File: config.mk
export PLATFORM = sky130hd
export DESIGN_NAME = pid_heater_control_top
export DESIGN_NICKNAME = d
export VERILOG_FILES = /design/src/sv/phc_pkg.sv /design/src/sv/pid_heater_control_top.sv /design/src/sv/phc_mul.sv /design/src/sv/phc_div.sv
export VERILOG_INCLUDE_DIRS = /design/src /design/src/sv
export SDC_FILE = /design/constraint.sdc
export NUM_CORES = 2
export LEC_CHECK = 0
export BUFFER_PORTS_ARGS = -buffer_cell sky130_fd_sc_hd__buf_2
export CAP_MARGIN = 30
export CORE_MARGIN = 3
export CORE_UTILIZATION = 54
export CTS_CLUSTER_DIAMETER = 150
export DETAILED_ROUTE_END_ITERATION = 12
export PLACE_DENSITY = 0.7
export SKIP_LAST_GASP = 1
export SLEW_MARGIN = 30
export SYNTH_ARGS = -nofsm -noshare
export SYNTH_HDL_FRONTEND = slang
export SYNTH_SLANG_ARGS = --single-unit
export TNS_END_PERCENT = 30
File: constraint.sdc
create_clock -name clk -period 9.1 [get_ports clk]
set_input_delay 0.91 -clock clk [delete_from_list [all_inputs] [get_ports clk]]
set_output_delay 0.91 -clock clk [all_outputs]
set_load 0.03 [all_outputs]
File: src/sv/pid_heater_control_top_macros.svh
// ---------------------------------------------------------------------------
// PID heater control assertion macros
// Shared concurrent assertion forms, clocked on clk and disabled in reset.
// ---------------------------------------------------------------------------
`ifndef PID_HEATER_CONTROL_TOP_MACROS_SVH
`define PID_HEATER_CONTROL_TOP_MACROS_SVH

// Same-cycle implication.
`define PHC_ASSERT_IMP(label, ante, cons) \
    label: assert property (@(posedge clk) disable iff (!rst_n) (ante) |-> (cons)) \
        else $error("pid heater control: assertion failed");

// Next-cycle implication.
`define PHC_ASSERT_NXT(label, ante, cons) \
    label: assert property (@(posedge clk) disable iff (!rst_n) (ante) |=> (cons)) \
        else $error("pid heater control: assertion failed");

`endif

File: src/sv/phc_pkg.sv
// ---------------------------------------------------------------------------
// PID heater control package
// Fixed widths, constants, register indexes and shared status types.
// ---------------------------------------------------------------------------
package phc_pkg;

    localparam int TEMP_W    = 12;
    localparam int GAIN_W    = 16;
    localparam int MS_W      = 16;
    localparam int DUTY_W    = 8;
    localparam int FRAC_BITS = 12;

    // Iterative multiplier: 28-bit multiplicand, 16-bit multiplier.
    localparam int MUL_A_W   = 28;
    localparam int MUL_B_W   = 16;
    localparam int PROD_W    = 44;
    localparam int MUL_STEPS = 16;
    localparam int MUL_CNT_W = 4;

    // Restoring divider: 44-bit dividend, 16-bit divisor.
    localparam int DIV_N_W   = 44;
    localparam int DIV_D_W   = 16;
    localparam int DIV_STEPS = 44;
    localparam int DIV_CNT_W = 6;

    // Magnitudes of the integral increment and the derivative term.
    localparam int DI_W  = 35;
    localparam int D_W   = 38;
    localparam int SUM_W = 53;

    localparam logic [GAIN_W-1:0]       MS_PER_S  = 16'd1000;
    localparam logic [DUTY_W-1:0]       DUTY_MAX  = 8'd255;
    localparam logic signed [SUM_W-1:0] DUTY_FULL = 53'sd1044480;

    localparam int CFG_IDX_W  = 3;
    localparam int CFG_DATA_W = 16;

    localparam logic [CFG_IDX_W-1:0] REG_SETPOINT = 3'd0;
    localparam logic [CFG_IDX_W-1:0] REG_GAIN_P   = 3'd1;
    localparam logic [CFG_IDX_W-1:0] REG_GAIN_I   = 3'd2;
    localparam logic [CFG_IDX_W-1:0] REG_GAIN_D   = 3'd3;
    localparam logic [CFG_IDX_W-1:0] REG_ENABLE   = 3'd4;

    typedef struct packed {
        logic busy;
        logic done;
    } phc_stat_t;

endpackage

File: src/sv/pid_heater_control_top.sv
// ---------------------------------------------------------------------------
// PID heater control, derivative on measurement
// Each accepted transaction runs through the sequencer; the derivative states
// are skipped for the first sample or a zero elapsed time. Results come from the
// 16-step multiplier and the 44-step divider, used one after the other.
// A new transaction is taken only once the previous one has reached the output.
// Reset: asynchronous, all controller state and registers take their reset values.
// ---------------------------------------------------------------------------
module pid_heater_control_top
    import phc_pkg::*;
#(
    parameter int INTEGRATOR_BITS = 40
)
(
    input  logic                     clk,
    input  logic                     rst_n,

    input  logic                     cfg_write,
    input  logic [CFG_IDX_W-1:0]     cfg_index,
    input  logic [CFG_DATA_W-1:0]    cfg_data,

    input  logic                     in_valid,
    output logic                     in_ready,
    input  logic signed [TEMP_W-1:0] temperature_sample,
    input  logic [MS_W-1:0]          elapsed_ms,

    output logic                     out_valid,
    input  logic                     out_ready,
    output logic [DUTY_W-1:0]        drive,
    output logic                     heater_on,
    output logic signed [TEMP_W-1:0] measured_temp
);

`include "pid_heater_control_top_macros.svh"

    // Width of the exact integrator sum before saturation. The increment
    // magnitude is below 2^35, so at least 37 bits are needed.
    localparam int SW = ((INTEGRATOR_BITS > DI_W + 1) ? INTEGRATOR_BITS : DI_W + 1) + 1;
    // Width used to limit the integrator to +-2^50 for the output sum.
    localparam int CW = ((INTEGRATOR_BITS > SUM_W - 1) ? INTEGRATOR_BITS : SUM_W - 1) + 1;

    localparam logic signed [SW-1:0] I_MAX  = SW'((65'd1 << (INTEGRATOR_BITS - 1)) - 65'd1);
    localparam logic signed [SW-1:0] I_MIN  = ~I_MAX;
    localparam logic signed [CW-1:0] IC_POS = CW'(65'd1 << 50);
    localparam logic signed [CW-1:0] IC_NEG = -IC_POS;

    typedef enum logic [3:0] {
        ST_IDLE,
        ST_MUL_P,
        ST_MUL_I,
        ST_MUL_IT,
        ST_DIV_I,
        ST_INTEG,
        ST_SUM_P,
        ST_MUL_D,
        ST_MUL_DK,
        ST_DIV_D,
        ST_SUM_D,
        ST_OUT
    } state_t;

    // ------------------------------------------------------------------
    // Configuration registers. Write only while idle; the block does not check.
    // ------------------------------------------------------------------
    logic signed [TEMP_W-1:0] setpoint_reg;
    logic [GAIN_W-1:0]        gain_p_reg;
    logic [GAIN_W-1:0]        gain_i_reg;
    logic [GAIN_W-1:0]        gain_d_reg;
    logic                     enable_reg;

    always_ff @(posedge clk or negedge rst_n)
    begin
        if (!rst_n)
        begin
            setpoint_reg <= 12'sd480;
            gain_p_reg   <= 16'd3840;
            gain_i_reg   <= '0;
            gain_d_reg   <= '0;
            enable_reg   <= 1'b0;
        end
        else if (cfg_write)
        begin
            case (cfg_index)
                REG_SETPOINT: setpoint_reg <= cfg_data[TEMP_W-1:0];
                REG_GAIN_P:   gain_p_reg   <= cfg_data;
                REG_GAIN_I:   gain_i_reg   <= cfg_data;
                REG_GAIN_D:   gain_d_reg   <= cfg_data;
                REG_ENABLE:   enable_reg   <= cfg_data[0];
                default:      ;
            endcase
        end
    end

    // ------------------------------------------------------------------
    // Sequencer state and working registers. Every term is carried as a
    // magnitude with a separate sign, so that the divisions truncate
    // toward zero without any correction step.
    // ------------------------------------------------------------------
    state_t                           state_reg;
    logic                             launched_reg;
    logic signed [INTEGRATOR_BITS-1:0] integral_reg;
    logic signed [TEMP_W-1:0]         last_temp_reg;
    logic                             have_last_reg;
    logic signed [TEMP_W-1:0]         temp_reg;
    logic [MS_W-1:0]                  ms_reg;
    logic [TEMP_W-1:0]                e_mag_reg;
    logic                             e_neg_reg;
    logic [TEMP_W-1:0]                dt_mag_reg;
    logic                             dt_neg_reg;
    logic                             d_en_reg;
    logic [MUL_A_W-1:0]               p_mag_reg;
    logic [MUL_A_W-1:0]               a_reg;
    logic [PROD_W-1:0]                num_reg;
    logic [DI_W-1:0]                  di_mag_reg;
    logic [D_W-1:0]                   d_mag_reg;
    logic signed [SUM_W-1:0]          sum_reg;
    logic                             out_valid_reg;
    logic [DUTY_W-1:0]                drive_reg;
    logic                             heater_on_reg;
    logic signed [TEMP_W-1:0]         measured_reg;

    logic accept;
    logic out_free;
    assign accept   = in_valid && in_ready;
    assign out_free = !out_valid_reg || out_ready;

    // Error and measurement difference, both 13-bit two's complement, taken
    // straight from the input port at the accepting edge.
    logic [TEMP_W:0]   err_full;
    logic [TEMP_W:0]   err_neg;
    logic [TEMP_W:0]   dt_full;
    logic [TEMP_W:0]   dt_neg;
    logic [TEMP_W-1:0] err_mag;
    logic [TEMP_W-1:0] dt_mag;

    always_comb
    begin
        err_full = {setpoint_reg[TEMP_W-1], setpoint_reg}
                 - {temperature_sample[TEMP_W-1], temperature_sample};
        err_neg  = -err_full;
        dt_full  = {last_temp_reg[TEMP_W-1], last_temp_reg}
                 - {temperature_sample[TEMP_W-1], temperature_sample};
        dt_neg   = -dt_full;
        err_mag  = err_full[TEMP_W] ? err_neg[TEMP_W-1:0] : err_full[TEMP_W-1:0];
        dt_mag   = dt_full[TEMP_W] ? dt_neg[TEMP_W-1:0] : dt_full[TEMP_W-1:0];
    end

    // ------------------------------------------------------------------
    // Shared arithmetic units and their operand selection.
    // ------------------------------------------------------------------
    logic               mul_start;
    logic [MUL_A_W-1:0] mul_a;
    logic [MUL_B_W-1:0] mul_b;
    phc_stat_t          mul_stat;
    logic [PROD_W-1:0]  mul_product;

    logic               div_start;
    logic [DIV_D_W-1:0] div_den;
    phc_stat_t          div_stat;
    logic [DIV_N_W-1:0] div_quotient;

    always_comb
    begin
        mul_a   = '0;
        mul_b   = '0;
        div_den = MS_PER_S;
        case (state_reg)
            ST_MUL_P:
            begin
                mul_a = {{(MUL_A_W - TEMP_W){1'b0}}, e_mag_reg};
                mul_b = gain_p_reg;
            end
            ST_MUL_I:
            begin
                mul_a = {{(MUL_A_W - TEMP_W){1'b0}}, e_mag_reg};
                mul_b = gain_i_reg;
            end
            ST_MUL_IT:
            begin
                mul_a = a_reg;
                mul_b = ms_reg;
            end
            ST_MUL_D:
            begin
                mul_a = {{(MUL_A_W - TEMP_W){1'b0}}, dt_mag_reg};
                mul_b = gain_d_reg;
            end
            ST_MUL_DK:
            begin
                mul_a = a_reg;
                mul_b = MS_PER_S;
            end
            ST_DIV_D:
            begin
                div_den = ms_reg;
            end
            default:
            begin
                mul_a   = '0;
                mul_b   = '0;
                div_den = MS_PER_S;
            end
        endcase
        mul_start = !launched_reg
                  && (state_reg inside {ST_MUL_P, ST_MUL_I, ST_MUL_IT, ST_MUL_D, ST_MUL_DK});
        div_start = !launched_reg && (state_reg inside {ST_DIV_I, ST_DIV_D});
    end

    phc_mul u_mul (
        .clk          (clk),
        .rst_n        (rst_n),
        .start        (mul_start),
        .multiplicand (mul_a),
        .multiplier   (mul_b),
        .stat         (mul_stat),
        .product      (mul_product)
    );

    phc_div u_div (
        .clk      (clk),
        .rst_n    (rst_n),
        .start    (div_start),
        .dividend (num_reg),
        .divisor  (div_den),
        .stat     (div_stat),
        .quotient (div_quotient)
    );

    // ------------------------------------------------------------------
    // Integrator: the exact sum is formed one bit wider than either
    // operand and then saturated to the integrator's signed range.
    // ------------------------------------------------------------------
    logic signed [SW-1:0]              int_ext;
    logic signed [SW-1:0]              di_mag_ext;
    logic signed [SW-1:0]              di_ext;
    logic signed [SW-1:0]              int_sum;
    logic signed [SW-1:0]              int_sat;
    logic signed [INTEGRATOR_BITS-1:0] integral_next;

    always_comb
    begin
        int_ext    = {{(SW - INTEGRATOR_BITS){integral_reg[INTEGRATOR_BITS-1]}}, integral_reg};
        di_mag_ext = {{(SW - DI_W){1'b0}}, di_mag_reg};
        di_ext     = e_neg_reg ? -di_mag_ext : di_mag_ext;
        int_sum    = int_ext + di_ext;
        if (int_sum > I_MAX)
        begin
            int_sat = I_MAX;
        end
        else if (int_sum < I_MIN)
        begin
            int_sat = I_MIN;
        end
        else
        begin
            int_sat = int_sum;
        end
        integral_next = int_sat[INTEGRATOR_BITS-1:0];
    end

    // The integrator enters the output sum limited to +-2^50; this only
    // matters for the widest integrators and never changes the duty.
    logic signed [CW-1:0]    ic_ext;
    logic signed [CW-1:0]    ic_lim;
    logic signed [SUM_W-1:0] p_mag_ext;
    logic signed [SUM_W-1:0] p_term;
    logic signed [SUM_W-1:0] d_mag_ext;
    logic signed [SUM_W-1:0] d_term;
    logic [DUTY_W-1:0]       duty;

    always_comb
    begin
        ic_ext = {{(CW - INTEGRATOR_BITS){integral_reg[INTEGRATOR_BITS-1]}}, integral_reg};
        if (ic_ext > IC_POS)
        begin
            ic_lim = IC_POS;
        end
        else if (ic_ext < IC_NEG)
        begin
            ic_lim = IC_NEG;
        end
        else
        begin
            ic_lim = ic_ext;
        end
        p_mag_ext = {{(SUM_W - MUL_A_W){1'b0}}, p_mag_reg};
        p_term    = e_neg_reg ? -p_mag_ext : p_mag_ext;
        d_mag_ext = {{(SUM_W - D_W){1'b0}}, d_mag_reg};
        d_term    = dt_neg_reg ? -d_mag_ext : d_mag_ext;

        // Duty in whole units; the Q.12 fraction is dropped.
        if (!enable_reg)
        begin
            duty = '0;
        end
        else if (sum_reg >= DUTY_FULL)
        begin
            duty = DUTY_MAX;
        end
        else if (sum_reg[SUM_W-1] || (sum_reg == '0))
        begin
            duty = '0;
        end
        else
        begin
            duty = sum_reg[FRAC_BITS+DUTY_W-1:FRAC_BITS];
        end
    end

    // ------------------------------------------------------------------
    // Sequencer. Each arithmetic state launches its unit once and waits for
    // the done pulse, then captures the result. The derivative states are
    // skipped when there is no previous sample or no elapsed time, which
    // also keeps a zero divisor away from the divider.
    // ------------------------------------------------------------------
    always_ff @(posedge clk or negedge rst_n)
    begin
        if (!rst_n)
        begin
            state_reg     <= ST_IDLE;
            launched_reg  <= 1'b0;
            integral_reg  <= '0;
            last_temp_reg <= '0;
            have_last_reg <= 1'b0;
            temp_reg      <= '0;
            ms_reg        <= '0;
            e_mag_reg     <= '0;
            e_neg_reg     <= 1'b0;
            dt_mag_reg    <= '0;
            dt_neg_reg    <= 1'b0;
            d_en_reg      <= 1'b0;
            p_mag_reg     <= '0;
            a_reg         <= '0;
            num_reg       <= '0;
            di_mag_reg    <= '0;
            d_mag_reg     <= '0;
            sum_reg       <= '0;
            out_valid_reg <= 1'b0;
            drive_reg     <= '0;
            heater_on_reg <= 1'b0;
            measured_reg  <= '0;
        end
        else
        begin
            // In the output state the valid flag is handled there alone.
            if (out_valid_reg && out_ready && (state_reg != ST_OUT))
            begin
                out_valid_reg <= 1'b0;
            end

            case (state_reg)
                ST_IDLE:
                begin
                    if (accept)
                    begin
                        temp_reg      <= temperature_sample;
                        ms_reg        <= elapsed_ms;
                        e_mag_reg     <= err_mag;
                        e_neg_reg     <= err_full[TEMP_W];
                        dt_mag_reg    <= dt_mag;
                        dt_neg_reg    <= dt_full[TEMP_W];
                        d_en_reg      <= have_last_reg && (elapsed_ms != '0);
                        d_mag_reg     <= '0;
                        last_temp_reg <= temperature_sample;
                        have_last_reg <= 1'b1;
                        launched_reg  <= 1'b0;
                        state_reg     <= ST_MUL_P;
                    end
                end
                ST_MUL_P, ST_MUL_I, ST_MUL_IT, ST_MUL_D, ST_MUL_DK:
                begin
                    if (!launched_reg)
                    begin
                        launched_reg <= 1'b1;
                    end
                    else if (mul_stat.done)
                    begin
                        launched_reg <= 1'b0;
                        case (state_reg)
                            ST_MUL_P:
                            begin
                                p_mag_reg <= mul_product[MUL_A_W-1:0];
                                state_reg <= ST_MUL_I;
                            end
                            ST_MUL_I:
                            begin
                                a_reg     <= mul_product[MUL_A_W-1:0];
                                state_reg <= ST_MUL_IT;
                            end
                            ST_MUL_IT:
                            begin
                                num_reg   <= mul_product;
                                state_reg <= ST_DIV_I;
                            end
                            ST_MUL_D:
                            begin
                                a_reg     <= mul_product[MUL_A_W-1:0];
                                state_reg <= ST_MUL_DK;
                            end
                            default:
                            begin
                                num_reg   <= mul_product;
                                state_reg <= ST_DIV_D;
                            end
                        endcase
                    end
                end
                ST_DIV_I, ST_DIV_D:
                begin
                    if (!launched_reg)
                    begin
                        launched_reg <= 1'b1;
                    end
                    else if (div_stat.done)
                    begin
                        launched_reg <= 1'b0;
                        if (state_reg == ST_DIV_I)
                        begin
                            di_mag_reg <= div_quotient[DI_W-1:0];
                            state_reg  <= ST_INTEG;
                        end
                        else
                        begin
                            d_mag_reg <= div_quotient[D_W-1:0];
                            state_reg <= ST_SUM_D;
                        end
                    end
                end
                ST_INTEG:
                begin
                    integral_reg <= integral_next;
                    state_reg    <= ST_SUM_P;
                end
                ST_SUM_P:
                begin
                    sum_reg   <= ic_lim[SUM_W-1:0] + p_term;
                    state_reg <= d_en_reg ? ST_MUL_D : ST_SUM_D;
                end
                ST_SUM_D:
                begin
                    sum_reg   <= sum_reg + d_term;
                    state_reg <= ST_OUT;
                end
                ST_OUT:
                begin
                    // Holds here only while an earlier result is still waiting.
                    if (out_free)
                    begin
                        out_valid_reg <= 1'b1;
                        drive_reg     <= duty;
                        heater_on_reg <= duty != '0;
                        measured_reg  <= temp_reg;
                        state_reg     <= ST_IDLE;
                    end
                end
                default:
                begin
                    state_reg <= ST_IDLE;
                end
            endcase
        end
    end

    assign in_ready      = state_reg == ST_IDLE;
    assign out_valid     = out_valid_reg;
    assign drive         = drive_reg;
    assign heater_on     = heater_on_reg;
    assign measured_temp = measured_reg;

    // ------------------------------------------------------------------
    // Assertions.
    // ------------------------------------------------------------------
    `PHC_ASSERT_NXT(a_accept_busy, in_valid && in_ready, !in_ready)
    `PHC_ASSERT_IMP(a_mul_idle, mul_start, !mul_stat.busy)
    `PHC_ASSERT_IMP(a_div_nonzero, div_start && (state_reg == ST_DIV_D), ms_reg != '0)
    `PHC_ASSERT_IMP(a_heater_match, out_valid, heater_on == (drive != '0))

endmodule

File: src/sv/phc_mul.sv
// ---------------------------------------------------------------------------
// PID heater control shift-add multiplier
// Unsigned product, one multiplier bit retired per clock cycle.
// ---------------------------------------------------------------------------
module phc_mul
    import phc_pkg::*;
(
    input  logic               clk,
    input  logic               rst_n,
    input  logic               start,
    input  logic [MUL_A_W-1:0] multiplicand,
    input  logic [MUL_B_W-1:0] multiplier,
    output phc_stat_t          stat,
    output logic [PROD_W-1:0]  product
);

    logic                 busy_reg;
    logic                 done_reg;
    logic [MUL_CNT_W-1:0] cnt_reg;
    logic [PROD_W-1:0]    acc_reg;
    logic [PROD_W-1:0]    acc_next;
    logic [PROD_W-1:0]    mcand_reg;
    logic [MUL_B_W-1:0]   mplier_reg;

    assign acc_next = mplier_reg[0] ? acc_reg + mcand_reg : acc_reg;

    always_ff @(posedge clk or negedge rst_n)
    begin
        if (!rst_n)
        begin
            busy_reg <= 1'b0;
            done_reg <= 1'b0;
            cnt_reg  <= '0;
        end
        else
        begin
            done_reg <= 1'b0;
            if (start)
            begin
                busy_reg <= 1'b1;
                cnt_reg  <= '0;
            end
            else if (busy_reg)
            begin
                cnt_reg <= cnt_reg + 1'b1;
                if (cnt_reg == MUL_CNT_W'(MUL_STEPS - 1))
                begin
                    busy_reg <= 1'b0;
                    done_reg <= 1'b1;
                end
            end
        end
    end

    always_ff @(posedge clk)
    begin
        if (start)
        begin
            acc_reg    <= '0;
            mcand_reg  <= {{(PROD_W - MUL_A_W){1'b0}}, multiplicand};
            mplier_reg <= multiplier;
        end
        else if (busy_reg)
        begin
            acc_reg    <= acc_next;
            mcand_reg  <= {mcand_reg[PROD_W-2:0], 1'b0};
            mplier_reg <= {1'b0, mplier_reg[MUL_B_W-1:1]};
        end
    end

    assign stat.busy = busy_reg;
    assign stat.done = done_reg;
    assign product   = acc_reg;

endmodule

File: src/sv/phc_div.sv
// ---------------------------------------------------------------------------
// PID heater control restoring divider
// Unsigned quotient, one quotient bit produced per clock cycle.
// ---------------------------------------------------------------------------
module phc_div
    import phc_pkg::*;
(
    input  logic               clk,
    input  logic               rst_n,
    input  logic               start,
    input  logic [DIV_N_W-1:0] dividend,
    input  logic [DIV_D_W-1:0] divisor,
    output phc_stat_t          stat,
    output logic [DIV_N_W-1:0] quotient
);

    logic                 busy_reg;
    logic                 done_reg;
    logic [DIV_CNT_W-1:0] cnt_reg;
    logic [DIV_D_W-1:0]   rem_reg;
    logic [DIV_D_W-1:0]   rem_next;
    logic [DIV_N_W-1:0]   dq_reg;
    logic [DIV_D_W-1:0]   den_reg;
    logic [DIV_D_W:0]     trial;
    logic [DIV_D_W:0]     diff;
    logic                 fits;

    // The partial remainder stays below the divisor, so it never needs bit 16.
    always_comb
    begin
        trial    = {rem_reg, dq_reg[DIV_N_W-1]};
        diff     = trial - {1'b0, den_reg};
        fits     = trial >= {1'b0, den_reg};
        rem_next = fits ? diff[DIV_D_W-1:0] : trial[DIV_D_W-1:0];
    end

    always_ff @(posedge clk or negedge rst_n)
    begin
        if (!rst_n)
        begin
            busy_reg <= 1'b0;
            done_reg <= 1'b0;
            cnt_reg  <= '0;
        end
        else
        begin
            done_reg <= 1'b0;
            if (start)
            begin
                busy_reg <= 1'b1;
                cnt_reg  <= '0;
            end
            else if (busy_reg)
            begin
                cnt_reg <= cnt_reg + 1'b1;
                if (cnt_reg == DIV_CNT_W'(DIV_STEPS - 1))
                begin
                    busy_reg <= 1'b0;
                    done_reg <= 1'b1;
                end
            end
        end
    end

    always_ff @(posedge clk)
    begin
        if (start)
        begin
            rem_reg <= '0;
            dq_reg  <= dividend;
            den_reg <= divisor;
        end
        else if (busy_reg)
        begin
            rem_reg <= rem_next;
            dq_reg  <= {dq_reg[DIV_N_W-2:0], fits};
        end
    end

    assign stat.busy = busy_reg;
    assign stat.done = done_reg;
    assign quotient  = dq_reg;

endmodule

# [Word-level counts from Yosys, hierarchy flattened]
# Cells that the tools add are included.
[word_totals] input_bits=52 word_cells=190 out_inout_bits=23 reg_bits=604
[op_classes] magnitude_cmp=6 n_mux=62 add_sub_neg=14 n_reduce_logical=43 n_eq_ne=25 bitwise_logic=1
[op_table] cell="$mux 53" n=4
[op_table] cell="$mux 38" n=4
[op_table] cell="$add 53x53->53" n=2
[op_table] cell="$pmux 53 s2" n=1
[op_table] cell="$mux 44" n=2
[op_table] cell="$pmux 28 s3" n=1
[op_table] cell="$mux 40" n=2
[op_table] cell="$pmux 16 s5" n=1
[op_table] cell="$pmux 38 s2" n=1
[op_table] cell="$mux 28" n=2
[op_table] cell="$ge 53x21->1 const B" n=1
[op_table] cell="$logic_not 53->1" n=1
[op_table] cell="$neg 28->53" n=1
[op_table] cell="$neg 38->53" n=1
[op_table] cell="$gt 40x52->1 const B" n=1
[op_table] cell="$lt 40x51->1 const B" n=1
[op_table] cell="$mux 16" n=3
[op_table] cell="$add 44x44->44" n=1
[op_table] cell="$add 40x41->41" n=1
[op_table] cell="$gt 41x40->1 const B" n=1
[op_table] cell="$lt 41x40->1 const B" n=1
[op_table] cell="$mux 41" n=1
[op_table] cell="$neg 35->41" n=1
[op_table] cell="$mux 4" n=10
[op_table] cell="42 further kinds" n=106

# [Longest topological paths before layout]
[logic_depth] depth_word=6 ltp_mapped=23 mapped_depth_nobuf=22

# [Cells and area by module]
# From an unflattened synthesis, not the netlist that was laid out.
[unflattened] hier_cells=4099 area_unflattened_um2=39320.2
[modules_own_cells] mod="pid_heater_control_top" area_per_inst_um2=28750.1 n_inst=1 seq_area_each_um2=10269.8 cells_per_inst=3100
[modules_own_cells] mod="phc_mul" area_per_inst_um2=6327.3 n_inst=1 seq_area_each_um2=2672.6 cells_per_inst=656
[modules_own_cells] mod="phc_div" area_per_inst_um2=4242.8 n_inst=1 seq_area_each_um2=2322.2 cells_per_inst=343

# [Worst setup path before layout]
# OpenSTA, ideal clock, no wires.
[synth_path] path_type="flip-flop to flip-flop" start="reg di_mag_reg[6]" end="reg integral_reg[26]" arrival_time_ns=5.257 slack_ns=3.722 synth_period_minus_slack_ns=5.378 path_buffers=3 required_ns=8.978 setup_ns=0.122 path_stages_with_launch=23 cell_sequence="dfrtp_1 or4_1 buf_2 or3_1 or3_1 nor2_1 nand4_1 o41ai_1 xnor2_1 ha_1 clkbuf_1 a21o_1 a21o_1 a21oi_1 o22ai_1 o41ai_1 nand3b_1 o311ai_2 a311oi_4 o21ai_2 nand2_2 buf_4 o21ai_1"
[synth_via] elab_chain_len=6 elab_cells_between_ends=7 classes_between="add/sub (2); order compare (2); mux (3)"
[synth_rtl] element="start: declaration" line="pid_heater_control_top.sv:114" source="logic [DI_W-1:0] di_mag_reg;"
[synth_rtl] element="start signal: assignment" line="pid_heater_control_top.sv:419" source="di_mag_reg <= div_quotient[DI_W-1:0];"
[synth_rtl] element="$neg 35->41" line="pid_heater_control_top.sv:244" source="di_ext = e_neg_reg ? -di_mag_ext : di_mag_ext;"
[synth_rtl] element="$mux 41 (*)" line="pid_heater_control_top.sv:244"
[synth_rtl] element="$add 40x41->41 (*)" line="pid_heater_control_top.sv:245" source="int_sum = int_ext + di_ext;"
[synth_rtl] element="$lt 41x40->1" line="pid_heater_control_top.sv:250" source="else if (int_sum < I_MIN)"
[synth_rtl] element="$mux 40" line="pid_heater_control_top.sv:250"
[synth_rtl] element="$mux 40 (*)" line="pid_heater_control_top.sv:246" source="if (int_sum > I_MAX)"
[synth_rtl] element="end signal: assignment" line="pid_heater_control_top.sv:431" source="integral_reg <= integral_next;"
[synth_rtl] element="end: declaration" line="pid_heater_control_top.sv:101" source="logic signed [INTEGRATOR_BITS-1:0] integral_reg;"
# Mark *: on every way between the ends. The rest lies on a longest branch, timed or not.
# A chain may end at the register's enable or synchronous reset.

# [Final worst setup path]
[layout_path] start="reg di_mag_reg[6]" end="reg integral_reg[6]"
# Same word-level chain as after synthesis.

==> results.txt <==
Yosys attributes the largest share of cell area to sky130_fd_sc_hd__dfrtp_1, sky130_fd_sc_hd__edfxtp_1, sky130_fd_sc_hd__ha_1. The post-synthesis instance area came out at 38500 sq um. The layout has ~6000 filler cells. The arrival time at the worst endpoint came out at 7.09 ns. Counting every sink on the clock net gives 604. The worst slack at placement is about 2.6 ns. The worst pin sits at a relative slew slack of approximately a third. The required time of the critical path came out at ~9.6 ns. The initial antenna violation count is 1. The library cell used most frequently in the layout, excluding fill and tap cells, is sky130_fd_sc_hd__dfrtp_1. Counting every net in the synthesized netlist gives 4361. The kind of path behind the tightest hold check is in2async. At the pin with the least slew margin, the transition time is 0.978 ns. The first-pass GRT wire length came out at 162000 um. After clock tree synthesis, the flow added hold-fix buffers numbering 0. The peak ir drop on the vdd network is 0.268 mV. In the synthesized netlist the dominant register cell turns out to be sky130_fd_sc_hd__dfrtp_1.

The final count of hold timing violations is 0. The violation count after the first detailed-routing iteration is 2153. The instance area after placement is 39600 sq um. The area added between synthesis and finish is 9.08%.

The standard cell core area came out at ~70000 sq um. The number of core rows is 97. The share of synthesized flip-flops with an asynchronous set or reset is 70.2%. The kind of end point of the critical path is a register.

Once detail routing completed, the nets flagged for antenna violations numbered 0. The finished cells cover approximately 42000 sq um. After synthesis, the largest area contributor takes up between 20% and 30% of total cell area.

The weighted congestion reported at the end of routability-driven placement is 0.911. Across the routed clock network, the largest skew measured is roughly 0.034 ns. Of the cells placed in the final design, the portion with a size suffix greater than 1 is 13.1%. The residual DRC count came out at 0. The maximum clock rate came out at 151 MHz. Detailed placement ended at an HPWL of 73900 um. The H-tree depth reported by CTS came out at 3. The root cell of the clock tree is sky130_fd_sc_hd__clkbuf_16.

The total negative setup slack is 0 ns. The average cell area after synthesis is ~9.5 sq um. The post-CTS setup buffer count is 0. The total clock buffers created by CTS came out at 69.

The setup slack of the critical path after layout came out at approximately 2.5 ns. The clock insertion delay at the later pin of the skew report is 0.63 ns. The via count came out at 30800. The count of mapped cells out of synthesis is 4061. The routed length per instance came out at 19.8 um. The number of max-capacitance violations reported came out at 0.

The register with the most flip-flops in the layout has 53 of them. The wire length after detailed routing is 100000 um. Traced cell by cell, the critical path runs through or4_1 -> or3_1 -> or3_1 -> nor2_1 -> nand4_1 -> o41ai_1 -> xnor2_1 -> ha_1 -> a21o_1 -> a21o_1 -> a21oi_1 -> o22ai_1 -> o41ai_1 -> nand3b_1 -> o311ai_2 -> a311oi_4 -> o21ai_2 -> nand2_2 -> o21ai_1. The largest fanout of any net on the critical path is 35. The number of nets at the end of the flow came out at 4347. The distinct cell type count of the synthesized netlist came out at 88.

The critical path is of the reg2reg type. The post-synthesis register bit count is 604. The biggest area contributor in the post-synthesis netlist is sky130_fd_sc_hd__dfrtp_1. The final critical path time including I/O delays and setup is between 6 and 7 ns. The kind of start point of the critical path is a register.

After detailed routing, the number of vias per cell comes to just over 6. The power density normalized to cell area is 376 nW/um^2. For this design the top-level I/O count stands at 75. For this design the static power due to leakage is 19.1 nW. In the layout the commonest cells are sky130_fd_sc_hd__dfrtp_1, sky130_fd_sc_hd__nand2_1, sky130_fd_sc_hd__a21oi_1.

The number of global-route vias before repair came out at 29400. In this run the vertical extent of the chip is 273 um. The overall die area came out at 74500 sq um. Among all stages on the critical path, the largest delay is contributed by sky130_fd_sc_hd__or4_1. Setup repair after global routing left no endpoint under its margin.

The initial utilization of the core area, before any placement, comes to 54.8%. The number of enable-type register cells in the synthesized netlist is 104. The number of input and output port buffers inserted is 74.

TritonCTS built the clock tree. The final number of max-transition violations came out at 0. Of the available clock period, the critical path in the final layout requires 72.7%. The floorplan die width came out at 273 um. The number of resized instances in the post-cts repair step came out at 0. In this design, the stage delay of the slowest critical-path cell is 0.68 ns. The run finished with clean final reports. The remaining global-route overflow came out at 0. Setup violations remaining at the end of the flow were counted as 0. The total routing resource utilization after global routing is 26.7%.

The clock transition at the register clock pins on the worst setup and hold paths after CTS is ~0.060 ns. The post-synthesis sequential area ratio came out at a little under 40%. The largest net degree at the start of global routing is 123. The clock passes through at most 3 buffers.

The total iterations of the first detailed-routing run came out at 6. The yosys synthesis warning count is 0.
cell type report:
cell class	count	area, sq um	area share (%)
multi-input cells	3156	22200	52.8
flip-flops and latches	604	15300	36.4
clock buffers	97	1980	4.72
well taps	940	1180	2.80
repair buffers	108	664	1.58
inverters	108	408	0.972
clock inverters	30	323	0.769
diodes	1	2.50	0.00596
routing by layer:
metal	vias up	share of wire [%]	routed length, um	GRT usage (%)
li1	14900	-	-	-
met1	15000	48	47600	39.1
met2	791	44	44400	41.7
met3	138	5.5	5480	3.87
met4	0	2.4	2440	7.04
met5	-	0	0	0
worst max-delay path, delay by kind of cell, from the launching register on:
family                     cells  cell delay (ns)
adders and majority gates      1             0.33
xor gates and xnor gates       1             0.18
AOI/OAI and AO/OA             10             2.64
DFF                            1             0.43
and+or+nand+nor                7             2.85
kinds of logic (layout without fill, tap and decap cells):
family | count (synthesis) | count (layout) | share of synthesized area (%)
compound gates | 1176 | 1176 | 19.6
simple gates | 1132 | 1132 | 14.0
flops | 604 | 604 | 39.7
xor+xnor | 306 | 306 | 6.98
buf+inv | 301 | 343 | 3.03
mux | 294 | 294 | 8.47
fa+ha+maj | 248 | 248 | 8.20
other cells | 0 | 1 | 0
power breakdown:
group	total [W]	internal [W]	switching, W
Sequential	0.00469	0.00373	0.000963
Clock	0.00281	0.00163	0.00118
Combinational	0.00827	0.00332	0.00495
stage by stage:
stage                     util [%]  cells  total power (W)  hold slack, ns
after floorplan                  -   4061           0.0107           0.435
after global placement        56.4   4914           0.0127           0.456
after detailed placement      56.4   4915           0.0128           0.458
after CTS                     59.7   5042           0.0157           0.414
after global routing          59.7   5044           0.0170           0.146
final                         59.7   5044           0.0158           0.152
cells in the mapped netlist (18+ instances only):
cell type	n
sky130_fd_sc_hd__o21ai_0	274
sky130_fd_sc_hd__mux2i_1	40
sky130_fd_sc_hd__or3_1	29
sky130_fd_sc_hd__nor4_1	35
sky130_fd_sc_hd__nand4_1	31
sky130_fd_sc_hd__nand3_1	71
sky130_fd_sc_hd__ha_1	241
sky130_fd_sc_hd__a222oi_1	18
sky130_fd_sc_hd__nor2b_1	41
sky130_fd_sc_hd__o31a_1	31
sky130_fd_sc_hd__o31ai_1	44
sky130_fd_sc_hd__dfrtp_1	416
sky130_fd_sc_hd__a22oi_1	30
sky130_fd_sc_hd__nor3_1	56
sky130_fd_sc_hd__inv_1	107
sky130_fd_sc_hd__edfxtp_1	104
sky130_fd_sc_hd__o21a_1	37
sky130_fd_sc_hd__a211oi_1	62
sky130_fd_sc_hd__nor2_1	289
sky130_fd_sc_hd__o21ai_1	43
sky130_fd_sc_hd__a22o_1	55
sky130_fd_sc_hd__and3_1	26
sky130_fd_sc_hd__dfxtp_1	76
sky130_fd_sc_hd__mux2_2	254
sky130_fd_sc_hd__o21bai_1	22
sky130_fd_sc_hd__and2_1	21
sky130_fd_sc_hd__a21oi_1	287
sky130_fd_sc_hd__xor2_1	80
sky130_fd_sc_hd__a21o_1	106
sky130_fd_sc_hd__xnor2_1	225
sky130_fd_sc_hd__clkbuf_1	170
sky130_fd_sc_hd__or4_1	18
sky130_fd_sc_hd__nand2_1	391
sky130_fd_sc_hd__nand2b_1	52
sky130_fd_sc_hd__o211ai_1	22
sky130_fd_sc_hd__a31oi_1	41
final timing paths:
| check | from | to | slack, ns | cells past startpoint |
|---|---|---|---|---|
| worst max-delay path | di_mag_reg[6]$_DFFE_PN0P_ | integral_reg[6]$_DFFE_PN0P_ | 2.49 | 19 |
| worst min-delay path | rst_n | u_div.done_reg$_DFF_PN0_ | 0.15 | 1 |
| worst max register to register | di_mag_reg[6]$_DFFE_PN0P_ | integral_reg[6]$_DFFE_PN0P_ | 2.49 | 19 |
| worst min register to register | measured_temp[2]$_DFFE_PN0P_ | measured_temp[2]$_DFFE_PN0P_ | 0.47 | 2 |
| max in group asynchronous | rst_n | setpoint_reg[9]$_DFFE_PN0P_ | 7.46 | 3 |
| min in group clk | measured_temp[2]$_DFFE_PN0P_ | measured_temp[2]$_DFFE_PN0P_ | 0.47 | 2 |
No activity file was read; power rests on OpenSTA's default activity.
